--- src/hdl/two_choice_run_placement_assert.svh ---
// assertion macros shared by the placement block
`ifndef TWO_CHOICE_RUN_PLACEMENT_ASSERT_SVH
`define TWO_CHOICE_RUN_PLACEMENT_ASSERT_SVH

// same-cycle implication, checked outside reset
`define TCRP_ASSERT_IMP(name, clk, rstn, pre, post, msg) \
    name: assert property (@(posedge clk) disable iff (!(rstn)) (pre) |-> (post)) \
        else $error(msg);

// next-cycle implication, checked outside reset
`define TCRP_ASSERT_NEXT(name, clk, rstn, pre, post, msg) \
    name: assert property (@(posedge clk) disable iff (!(rstn)) (pre) |=> (post)) \
        else $error(msg);

`endif

--- src/hdl/tcrp_pkg.sv ---
`default_nettype none

package tcrp_pkg;

    // fixed field widths
    localparam int CFG_W     = 11;
    localparam int CFG_IDX_W = 1;
    localparam int RUN_W     = 16;
    localparam int HASH_W    = 32;
    localparam int START_W   = 10;
    localparam int COUNT_W   = 11;
    localparam int STASH_W   = 16;

    // configuration register indexes
    localparam logic [CFG_IDX_W-1:0] REG_BIN_COUNT = 1'b0;
    localparam logic [CFG_IDX_W-1:0] REG_MAX_RUN   = 1'b1;

    // action codes
    localparam logic ACT_PLACE = 1'b0;
    localparam logic ACT_CLEAR = 1'b1;

    localparam logic [CFG_W-1:0] CFG_RESET_VAL = 11'd1024;

    typedef struct packed {
        logic               action;
        logic [RUN_W-1:0]   run_length;
        logic [HASH_W-1:0]  first_hash;
        logic [HASH_W-1:0]  second_hash;
    } tcrp_in_t;

    typedef struct packed {
        logic [START_W-1:0] start_bin;
        logic [COUNT_W-1:0] placed_count;
        logic [COUNT_W-1:0] padded_count;
        logic [STASH_W-1:0] stash_count;
        logic               took_second;
    } tcrp_out_t;

    typedef enum logic [3:0] {
        ST_CLEAR,
        ST_IDLE,
        ST_SETUP,
        ST_LIMIT,
        ST_CLAMP,
        ST_SHAPE,
        ST_SUPERS,
        ST_MOD_GO,
        ST_MOD_WAIT,
        ST_ADDR,
        ST_SCAN,
        ST_PICK,
        ST_UPDATE,
        ST_FINISH
    } tcrp_state_t;

endpackage

`default_nettype wire

--- src/hdl/tcrp_mod_unit.sv ---
`default_nettype none

module tcrp_mod_unit #(
    parameter int DIV_W = 11
) (
    input  wire logic                        aclk,
    input  wire logic                        aresetn,
    input  wire logic                        start,
    input  wire logic [tcrp_pkg::HASH_W-1:0] dividend_a,
    input  wire logic [tcrp_pkg::HASH_W-1:0] dividend_b,
    input  wire logic [DIV_W-1:0]            divisor,
    output logic                             done,
    output logic      [DIV_W-1:0]            rem_a,
    output logic      [DIV_W-1:0]            rem_b
);

    import tcrp_pkg::*;

    localparam int CNT_W = $clog2(HASH_W + 1);

    logic             busy_reg;
    logic             done_reg;
    logic [CNT_W-1:0] cnt_reg;
    logic [HASH_W-1:0] dvd_a_reg, dvd_b_reg;
    logic [DIV_W-1:0] rem_a_reg, rem_b_reg;
    logic [DIV_W-1:0] rem_a_next, rem_b_next;
    logic [DIV_W-1:0] div_reg;
    logic [DIV_W:0]   trial_a, trial_b;

    // one restoring step per cycle on both lanes
    always_comb begin
        trial_a = {rem_a_reg, dvd_a_reg[HASH_W-1]};
        trial_b = {rem_b_reg, dvd_b_reg[HASH_W-1]};
        if (trial_a >= {1'b0, div_reg}) begin
            rem_a_next = DIV_W'(trial_a - {1'b0, div_reg});
        end else begin
            rem_a_next = DIV_W'(trial_a);
        end
        if (trial_b >= {1'b0, div_reg}) begin
            rem_b_next = DIV_W'(trial_b - {1'b0, div_reg});
        end else begin
            rem_b_next = DIV_W'(trial_b);
        end
    end

    // step counter and completion pulse
    always_ff @(posedge aclk) begin
        if (!aresetn) begin
            busy_reg <= 1'b0;
            done_reg <= 1'b0;
            cnt_reg  <= '0;
        end else begin
            done_reg <= 1'b0;
            if (start) begin
                busy_reg <= 1'b1;
                cnt_reg  <= '0;
            end else if (busy_reg) begin
                cnt_reg <= cnt_reg + CNT_W'(1);
                if (cnt_reg == CNT_W'(HASH_W - 1)) begin
                    busy_reg <= 1'b0;
                    done_reg <= 1'b1;
                end
            end
        end
    end

    // dividend shift and partial remainders
    always_ff @(posedge aclk) begin
        if (start) begin
            dvd_a_reg <= dividend_a;
            dvd_b_reg <= dividend_b;
            rem_a_reg <= '0;
            rem_b_reg <= '0;
            div_reg   <= divisor;
        end else if (busy_reg) begin
            dvd_a_reg <= dvd_a_reg << 1;
            dvd_b_reg <= dvd_b_reg << 1;
            rem_a_reg <= rem_a_next;
            rem_b_reg <= rem_b_next;
        end
    end

    assign done  = done_reg;
    assign rem_a = rem_a_reg;
    assign rem_b = rem_b_reg;

endmodule

`default_nettype wire

--- config.mk ---
export PLATFORM = sky130hd
export DESIGN_NAME = tcrp_mod_unit
export DESIGN_NICKNAME = d
export VERILOG_FILES = /design/src/hdl/two_choice_run_placement_assert.svh /design/src/hdl/tcrp_pkg.sv /design/src/hdl/tcrp_mod_unit.sv
export SDC_FILE = /design/constraint.sdc
export NUM_CORES = 1
export LEC_CHECK = 0
export BUFFER_PORTS_ARGS = -buffer_cell sky130_fd_sc_hd__buf_2
export CAP_MARGIN = 20
export CORE_ASPECT_RATIO = 1.1
export CORE_UTILIZATION = 50
export DETAILED_ROUTE_END_ITERATION = 10
export GPL_ROUTABILITY_DRIVEN = 0
export PLACE_DENSITY = 0.73
export SLEW_MARGIN = 0
export SYNTH_ARGS = -nofsm -noshare
export SYNTH_HDL_FRONTEND = slang
export SYNTH_SLANG_ARGS = --single-unit
--- constraint.sdc ---
create_clock -name aclk -period 3 [get_ports aclk]
set_input_delay 0.6 -clock aclk [delete_from_list [all_inputs] [get_ports aclk]]
set_output_delay 0.6 -clock aclk [all_outputs]
set_load 0.01 [all_outputs]
Word level (Yosys, flattened, before mapping)
Index checks and enable logic that the tools add are counted.
- magnitude comparators: 2
- bitwise operators: 2
- reduce and logical (&&, ||, !) cells: 3
- multipliers: 0
- div/mod/pow operators: 0
- eq/ne operators: 1
- shifts and indexed selects: 0
- mux-type cells: 10
- add/subtract/negate cells: 3
- operators by type and width (operator ; number):
    32-bit 2-to-1 mux ; 4
    12-bit by 11-bit greater-or-equal comparator with 1-bit output ; 2
    11-bit 2-to-1 mux ; 2
    11-bit subtractor ; 2
    6-bit by 1-bit adder with 6-bit output (second input constant) ; 1
    6-bit by 5-bit equality test with 1-bit output (second input constant) ; 1
    1-bit 2-to-1 mux ; 4
    3-bit OR reduction ; 1
    1-bit inverter ; 2
    2-bit nonzero test ; 1
    2-bit OR reduction ; 1
- ROM bits: 0
- output and inout bits: 23
- word-level logic and storage cells: 29
- bits in registers: 105
- latch bits: 0
- memories kept: 0
- input bits: 78
- bits in writable memories: 0

Depth between registers and ports, before layout
Gate-level depths: netlist of run 1.
- word-level depth: 4
- mapped depth: 10
- mapped depth without buffers: 9

Worst setup path after synthesis of run 1
OpenSTA, ideal clock, no wires.
- path kind: reg2reg
- start: register busy_reg
- end: register dvd_a_reg[0], enable pin
- setup slack: 0.359 ns
- data required time: 2.581 ns
- arrival time: 2.222 ns
- cell stages (with the launch flop): 5
- library setup time: 0.419 ns
- clock period less this slack: 2.641 ns
- path buffers: 2
- path through: dfxtp_1 > clkbuf_1 > nor2_1 > clkbuf_1 > inv_1
- word-level cells in the longest chain between the ends: 1
- ends and longest elaborated chain (item ; RTL line ; RTL):
    start: declaration ; tcrp_mod_unit.sv:21 ; logic busy_reg;
    start signal: assignment ; tcrp_mod_unit.sv:49 ; busy_reg <= 1'b0;
    start signal: assignment ; tcrp_mod_unit.sv:55 ; busy_reg <= 1'b1;
    start signal: assignment ; tcrp_mod_unit.sv:60 ; busy_reg <= 1'b0;
    2-bit nonzero test (no line) ; -- ;
    end signal: assignment ; tcrp_mod_unit.sv:70 ; dvd_a_reg <= dividend_a;
    end signal: assignment ; tcrp_mod_unit.sv:76 ; dvd_a_reg <= dvd_a_reg << 1;
    end: declaration ; tcrp_mod_unit.sv:24 ; logic [HASH_W-1:0] dvd_a_reg, dvd_b_reg;
No other way between the ends.
A chain may end at the register's enable or synchronous reset.

Worst setup path after layout of run 1
- start: register div_reg[0]
- end: register rem_a_reg[6] (netlist: rem_a[6])
- word-level cells in the longest chain between the ends: 2
- elaborated cells between the ends (all ways): 3
- those cells by class: add/sub: 1; order compare: 1; mux: 1
- ends and longest elaborated chain (item ; RTL line ; RTL):
    start: declaration ; tcrp_mod_unit.sv:27 ; logic [DIV_W-1:0] div_reg;
    start signal: assignment ; tcrp_mod_unit.sv:74 ; div_reg <= divisor;
    11-bit subtractor / 12-bit by 11-bit greater-or-equal comparator with 1-bit output (equally long branches) ; tcrp_mod_unit.sv:35, tcrp_mod_unit.sv:34 ;
    11-bit 2-to-1 mux (*) ; tcrp_mod_unit.sv:34 ; if (trial_a >= {1'b0, div_reg}) begin
    end signal: assignment ; tcrp_mod_unit.sv:78 ; rem_a_reg <= rem_a_next;
    end: declaration ; tcrp_mod_unit.sv:25 ; logic [DIV_W-1:0] rem_a_reg, rem_b_reg;
Mark *: on every way between the ends. The rest lies on a longest branch, timed or not.

==> impl_summary.md, run 1 <==
Cells and area
The final-stage net count is ~660. The area of the multi-input gates is 2390 um2. The final instance count without filler cells is between 700 and 800. The filler cells instantiated in the layout total roughly 900. The sequential cells in the finished layout cover a total of 2850 um2. From synthesis to final layout, the design area changed by 17.9%.

The number of antenna diodes in the final layout is 0. The fraction of layout cells with a size suffix above 1 is 0.337.

Synth
The share of synthesized area occupied by flip-flops and latches is 0.529. In the synthesized netlist the async set-or-reset flop fraction comes to 0. The dominant synthesized flop cell is sky130_fd_sc_hd__edfxtp_1. Sorting the synthesized cells by area gives the leading types as sky130_fd_sc_hd__edfxtp_1, sky130_fd_sc_hd__mux2_2, sky130_fd_sc_hd__dfxtp_1. In the post-synthesis netlist, the cell with the most instances is sky130_fd_sc_hd__edfxtp_1. The number of library cell types mapped by synthesis is between 50 and 60. Of the post-synthesis cell area, the dominant cell type holds 0.418. The number of nets produced by synthesis is 554. The fraction of synthesized area in multiplexers is 0.152. The number of warnings issued by yosys is 0.

In the synthesized netlist, the number of instances is between 400 and 500. Of the total synthesized cell area, the portion taken by full adders, half adders and majority gates is 0.0608. The summed instance area of the synthesized netlist is 5390 um2. Of the total synthesized cell area, the portion taken by AND, OR, NAND and NOR gates is 0.0998. The commonest cells after synthesis are sky130_fd_sc_hd__edfxtp_1, sky130_fd_sc_hd__mux2_2, sky130_fd_sc_hd__nor2_1. The fraction of the mapped netlist area in compound gates is 0.108. The dominant combinational cell family by area after synthesis is multiplexers.

The synthesized design spends more area on one cell type than any other, namely sky130_fd_sc_hd__edfxtp_1. In this run, synthesis inferred 75 flip-flops with an integrated enable. Of the total synthesized cell area, the portion taken by XOR and XNOR cells is 0.0227. The average instance in the mapped netlist occupies 12.0 um2. After synthesis the netlist holds a flip-flop and latch count of roughly 110.

Clocking
The number of sinks on the clock net is about 110. After clock tree synthesis, the flow added hold-fix buffers numbering 0. The clock slew seen by the registers of the worst setup and hold paths is ~0.070 ns. The clock tree from TritonCTS is done.

The number of cells upsized or downsized after cts is 0. In this run the clock root is driven by a sky130_fd_sc_hd__clkbuf_16. The H-tree generated during clock tree synthesis spans 3 levels. The worst-skew pair later-pin latency is 0.35 ns. The number of setup buffers added after CTS is 0. TritonCTS created 9 clock buffers.

The maximum number of buffers from clock root to sink is 2.

Routing
The count of nets left with antenna violations once routing finished came out at 0. For this block, the routed nets add up to 10.9 mm of wire. The wire length per cell after detailed routing is roughly 16 um. For this run, the detailed router's first-pass iteration total came to 4. The number of DRC markers after the initial detailed-route iteration is ~190. The vias per cell is ~5.5.

For this block, the via count after detailed routing is slightly below 4000. After detailed routing, the number of remaining DRC violations is 0.

Worst setup path
The number of buffer and inverter instances along the worst setup path is 0. The kind of cell with the highest combined delay along the critical path is compound AO/OA/AOI/OAI gates. For this design, the slowest cell found on the critical path is sky130_fd_sc_hd__edfxtp_1.

The critical path goes through ha_1, fa_1, nand2b_1, a21o_1, a211o_1, nand2_1, nand3_1, a311oi_1. The critical path class is register to register. The category of the worst setup path launch point is a register.

At the worst endpoint, the arrival time is between 2 and 3 ns. Of all nets on the critical path, the largest fanout is 12. In this design, the stage delay of the slowest critical-path cell is approximately 0.42 ns. The worst setup path is captured at a register. The required time at the endpoint of the critical path is around 3.3 ns.

STA
The portion of the clock cycle consumed by the worst path in the final layout is 0.893. The setup violation total in the final timing report is 0. The slew at the pin closest to its max-slew limit is around 0.71 ns. Setup repair after global routing left no endpoint under its margin.

The number of endpoints with negative hold slack in the final report is 0. Summed over all failing endpoints, the final setup total negative slack is 0 ns. Clock skew on the completed layout was measured at ~0.008 ns. The final-report max-slew violation count came to 0. The achievable clock frequency is 373 MHz.

In the post-route analysis, the smallest setup slack over all paths is about 0.32 ns. The worst slew slack as a fraction of its limit is 0.528. The clock period could shrink to between 2 and 3 ns. The final hold slack is 0.427 ns.

Die
The placement row count is 39. From bottom edge to top edge, the die measures roughly 110 um. The effective utilization at floorplan is 0.516. The region available for standard cell placement spans about 10000 um2.

The area enclosed by the die boundary is roughly 11000 um2. The x dimension of the die is a little over 100 um. In this run the count of I/O pins placed on the die edge is 101.

Placed design
Once placement completed, the tool counted placed cells totaling around 690. Summed over all nets, the half-perimeter wirelength after detailed placement is ~8.0 mm. Port buffering added 100 buffers. Timing analysis after detailed placement gives a worst setup slack of ~0.32 ns.

GRT
The total overflow left after global routing is 0. The number of antenna violations at the first check in global routing is 0. Entering global routing, the biggest net connects between 60 and 70 pins. The via count of the first global-routing pass came to a little under 4000.

The first-pass GRT wire length is 18.2 mm. The overall track demand over capacity in global routing is 0.209.

Job
The number of max-cap violations is 0.

Min path
The path class of the lowest-slack min-delay path is input pin to register.

Power
The worst ir drop on vdd is roughly 0.00034 V. The power per unit of standard cell area is between 500 and 600 nW/um2. Total power for the finished layout comes to about 3500 uW. The total leakage power is around 0.0026 uW.

Run status
The run finished with clean final reports.
layer usage:
metal,routed length (um),GRT usage,vias to the layer above
met3,775,0.0605,20
met5,0,0,-
li1,-,-,1888
met1,4450,0.241,1823
met4,205,0.0812,0
met2,5500,0.360,113
cell type report:
cell class / count / share of cell area
clock buffer: 9 / 0.0354
timing repair buffer: 105 / 0.0870
sequential: 105 / 0.449
inverter: 22 / 0.0130
clock inverter: 7 / 0.0120
tap: 143 / 0.0281
multi-input combinational: 310 / 0.376
cells in the final DEF, fill, tap and decap left out, types with 9 or more instances in the layout:
master / instances
sky130_fd_sc_hd__mux2i_1: 12
sky130_fd_sc_hd__a21oi_1: 21
sky130_fd_sc_hd__mux2_2: 62
sky130_fd_sc_hd__nand2_1: 31
sky130_fd_sc_hd__o21ai_0: 20
sky130_fd_sc_hd__nor2_1: 33
sky130_fd_sc_hd__ha_1: 23
sky130_fd_sc_hd__edfxtp_1: 75
sky130_fd_sc_hd__buf_2: 99
sky130_fd_sc_hd__dfxtp_1: 30
sky130_fd_sc_hd__or3_1: 9
sky130_fd_sc_hd__clkbuf_16: 9
sky130_fd_sc_hd__inv_1: 21
report_power, final:
| part | total [uW] | internal [uW] | switching (uW) |
|---|---|---|---|
| sequential | 1750 | 1700 | 51.1 |
| clock | 1190 | 654 | 541 |
| combinational | 596 | 281 | 315 |
cell families (layout without fill, tap and decap cells):
family	count (synthesis)	count (layout)
fa+ha+maj	25	25
mux	74	74
xor+xnor	14	14
simple gates	110	110
flops	105	105
compound gates	87	87
buf+inv	36	143
per-stage QoR:
step / util / instance area (um2)
floorplan: - / 5390
finish: 0.609 / 6360
global placement: 0.580 / 6050
detailed placement: 0.580 / 6050
global route: 0.609 / 6360
CTS: 0.609 / 6360
worst reg2reg max path, cell delays in order, from the launching register on:
cell and delay, ns:
sky130_fd_sc_hd__edfxtp_1 0.42, sky130_fd_sc_hd__ha_1 0.23, sky130_fd_sc_hd__fa_1 0.40, sky130_fd_sc_hd__nand2b_1 0.20, sky130_fd_sc_hd__a21o_1 0.21, sky130_fd_sc_hd__a211o_1 0.32
sky130_fd_sc_hd__nand2_1 0.40, sky130_fd_sc_hd__nand3_1 0.13, sky130_fd_sc_hd__a311oi_1 0.29
worst paths after layout:
check / startpoint / end / slack (ns) / cells after the start
worst min-delay path: divisor[4] / div_reg[4]$_DFFE_PP_ / 0.43 / 1
worst min register to register: rem_a[2]$_SDFFE_PP0P_ / rem_a[2]$_SDFFE_PP0P_ / 0.49 / 2
worst max register to register: div_reg[0]$_DFFE_PP_ / rem_a[6]$_SDFFE_PP0P_ / 0.32 / 8
worst max-delay path: div_reg[0]$_DFFE_PP_ / rem_a[6]$_SDFFE_PP0P_ / 0.32 / 8
(Power assumes the default switching activity.)
==> inputs of run 2 (changes only) <==
--- a/config.mk
+++ b/config.mk
@@ -5,13 +5,12 @@
 export SDC_FILE = /design/constraint.sdc
 export NUM_CORES = 1
 export LEC_CHECK = 0
-export BUFFER_PORTS_ARGS = -buffer_cell sky130_fd_sc_hd__buf_2
 export CAP_MARGIN = 20
 export CORE_ASPECT_RATIO = 1.1
 export CORE_UTILIZATION = 50
 export DETAILED_ROUTE_END_ITERATION = 10
+export DONT_BUFFER_PORTS = 1
 export GPL_ROUTABILITY_DRIVEN = 0
-export PLACE_DENSITY = 0.73
 export SLEW_MARGIN = 0
 export SYNTH_ARGS = -nofsm -noshare
 export SYNTH_HDL_FRONTEND = slang
==> run 2 against run 1 <==
First-iteration DRC count is 30% lower. Die area stayed put. Register-to-register slack worse by 0.05 ns. Combinational power is 18% lower. Utilization is 4.6 points lower. Power is 1.3% higher. Cell count is 14% lower. Wire length is 4.1% lower. Maximum frequency is 2.0% lower. Largest cell class unchanged.
==> impl_summary.md, run 2 (synthesis gave the netlist of run 1 again) <==
Cells and area
In the layout the commonest cells are sky130_fd_sc_hd__edfxtp_1, sky130_fd_sc_hd__mux2_2, sky130_fd_sc_hd__nor2_1, sky130_fd_sc_hd__nand2_1, sky130_fd_sc_hd__dfxtp_1. The number of diodes added for antenna fixing is 0 (unchanged). The fraction of layout cells with a size suffix above 1 is 0.192 (-0.145). The number of fill cells is 937 (+6.4%). Compared with the post-synthesis result, the final layout area differs by 9.07%. The most common cell after layout, fill and taps aside is sky130_fd_sc_hd__edfxtp_1. The final-stage net count came to 556 (-15%).

The post-route cell area is 5880 um2 (-7.5%).

STA
The total negative slack for setup checks is 0 ns (unchanged). The number of endpoints with negative hold slack in the final report was 0 (unchanged). The setup violation total in the final timing report is 0 (unchanged). The minimum period implied by the final worst setup slack was 2.74 ns (+0.0549 ns). Setup repair after global routing left no endpoint under its margin. The worst slew slack as a fraction of its limit is 0.633 (+0.105).

The portion of the clock cycle consumed by the worst path in the final layout is 0.912 (+0.0183). The final-report max-slew violation count is 0 (unchanged). The achievable clock frequency came to 366 MHz (-2.0%).

The slew at the pin closest to its max-slew limit is 0.550 ns (-0.159 ns). The setup skew after layout is 0.00517 ns (-0.00302 ns).

GRT
The number of antenna violations at the first check in global routing was 0 (unchanged). The first-pass GRT wire length is 16.8 mm (-7.8%). The maximum number of pins on one net before global-route repair is 88 (+42%). The via count of the first global-routing pass came to 3374 (-15%). The total overflow reported by the global router came to 0 (unchanged). The overall track demand over capacity in global routing is 0.199 (-0.00999).

Run status
The flow ran to the end, and the final reports show no timing, DRC or antenna violations.

Clocking
In this run the clock root is driven by a sky130_fd_sc_hd__clkbuf_16. The worst-skew pair later-pin latency came to 0.35 ns (about the same). The number of buffers created by CTS is 9 (unchanged). The number of cells upsized or downsized after cts is 0 (unchanged).

The hold-fix buffer count after cts came to 0 (unchanged). The number of setup buffers added after CTS is 0 (unchanged). The H-tree depth is 3 (unchanged).

The number of sinks on the clock net is 105 (unchanged). The clock slew seen by the registers of the worst setup and hold paths is 0.07 ns (about the same). TritonCTS built the clock tree. The maximum number of buffers from clock root to sink is 2 (unchanged).

Job
The number of max-cap violations was 0 (unchanged).

Placed design
The HPWL after detailed placement came to 7.34 mm (-7.9%). The instance area at placement is 5540 um2 (-8.5%). The number of port buffers came to 0 (-100%).

Routing
The first-pass detailed-route iteration total is 4 (unchanged). The number of antenna-violating nets in the routed design came to 0 (unchanged). The total detailed-routing wirelength is 10.5 mm (-4.1%). The number of DRC markers after the initial detailed-route iteration is 135 (-30%). The vias per cell is 5.62 (+2.5%). The wire length per cell after detailed routing is 17.4 um (+12%). The number of design rule violations left after detail routing is 0 (unchanged). The via count is 3378 (-12%).

Worst setup path
For this design, the slowest cell found on the critical path is sky130_fd_sc_hd__nand2_1. In this design, the largest share of critical-path delay is due to compound AO/OA/AOI/OAI gates. The largest stage delay on the critical path is 0.44 ns (+0.02 ns). The maximum fanout count along the critical path is 12 (unchanged). Traced cell by cell, the critical path runs through ha_1, fa_1, nand2b_1, a21o_1, a211o_1, nand2_1, nand3_1, a311oi_1. The category of the worst setup path launch point is a register.

The critical path is of the register to register type. The critical path endpoint category is a register. The arrival time of the worst setup path came to 2.99 ns (+0.06 ns).

The required time at the endpoint of the critical path was 3.25 ns (about the same). The number of buffer and inverter instances along the worst setup path is 0 (unchanged).

Power
The total leakage power is 0.00219 uW (-16%). The power per unit of standard cell area is 610 nW/um2 (+9.5%). The worst ir drop on vdd is 0.000360 V (+5.3%).

Die
The die span in y is 111 um (unchanged). The number of primary I/O pins is 101 (unchanged). The placeable core region is 10400 um2 (unchanged).

The placement row count is 39 (unchanged). The area enclosed by the die boundary is 11200 um2 (unchanged). The x dimension of the die is 101 um (unchanged). The effective utilization at floorplan is 0.516 (unchanged).

Min path
The path class of the lowest-slack min-delay path is input pin to register.
[run 2: cell count changes in the layout (fill, tap and decap cells not counted)]
cell and change:
sky130_fd_sc_hd__buf_12 -1, sky130_fd_sc_hd__buf_2 -99, sky130_fd_sc_hd__bufinv_16 +2, sky130_fd_sc_hd__clkbuf_1 +1, sky130_fd_sc_hd__clkinv_1 -1, sky130_fd_sc_hd__clkinv_2 +1
sky130_fd_sc_hd__clkinv_4 -2, sky130_fd_sc_hd__clkinvlp_4 -1
[run 2: routing by layer]
layer / global-route usage / routed length [um] / share of wire
met5: 0 / 0 / 0
met4: 0.102 / 272 / 0.026
met3: 0.0662 / 772 / 0.074
met2: 0.317 / 4960 / 0.47
met1: 0.237 / 4470 / 0.43
[run 2: stage by stage]
stage,setup slack [ns],cells,hold slack [ns],utilization,power [uW]
2_1_floorplan,0.359,451,0.459,-,2200
3_3_place_gp,0.401,585,0.467,0.530,2280
3_5_place_dp,0.316,585,0.490,0.530,2290
4_1_cts,0.284,601,0.309,0.563,3640
5_1_grt,0.0907,601,0.324,0.563,3750
6_report,0.265,601,0.344,0.563,3590
[run 2: worst paths after layout]
kind,start,to,slack (ns),cells past startpoint
worst min register to register,cnt_reg[5]$_SDFFE_PP0P_,cnt_reg[5]$_SDFFE_PP0P_,0.49,2
worst max-delay path,div_reg[0]$_DFFE_PP_,rem_a[6]$_SDFFE_PP0P_,0.26,8
worst max register to register,div_reg[0]$_DFFE_PP_,rem_a[6]$_SDFFE_PP0P_,0.26,8
worst min-delay path,divisor[2],div_reg[2]$_DFFE_PP_,0.34,0
[run 2: layout make-up]
cell class	count	area (um2)	area share
inverter	22	82.6	0.0140
clock buffer	10	229	0.0389
sequential	105	2850	0.485
tap	143	179	0.0304
timing repair buffer	5	37.5	0.00638
multi-input combinational	310	2390	0.406
clock inverter	6	113	0.0191
[run 2: worst register-to-register path, stage by stage (launching register included)]
cell                       delay, ns
sky130_fd_sc_hd__edfxtp_1       0.40
sky130_fd_sc_hd__ha_1           0.23
sky130_fd_sc_hd__fa_1           0.41
sky130_fd_sc_hd__nand2b_1       0.20
sky130_fd_sc_hd__a21o_1         0.21
sky130_fd_sc_hd__a211o_1        0.33
sky130_fd_sc_hd__nand2_1        0.44
sky130_fd_sc_hd__nand3_1        0.13
sky130_fd_sc_hd__a311oi_1       0.29
[run 2: power by group]
part | switching, uW | internal (uW) | leakage (uW)
sequential | 64.2 | 1700 | 0.000996
clock | 515 | 820 | 0.000167
combinational | 255 | 232 | 0.00103
total | 834 | 2750 | 0.00219
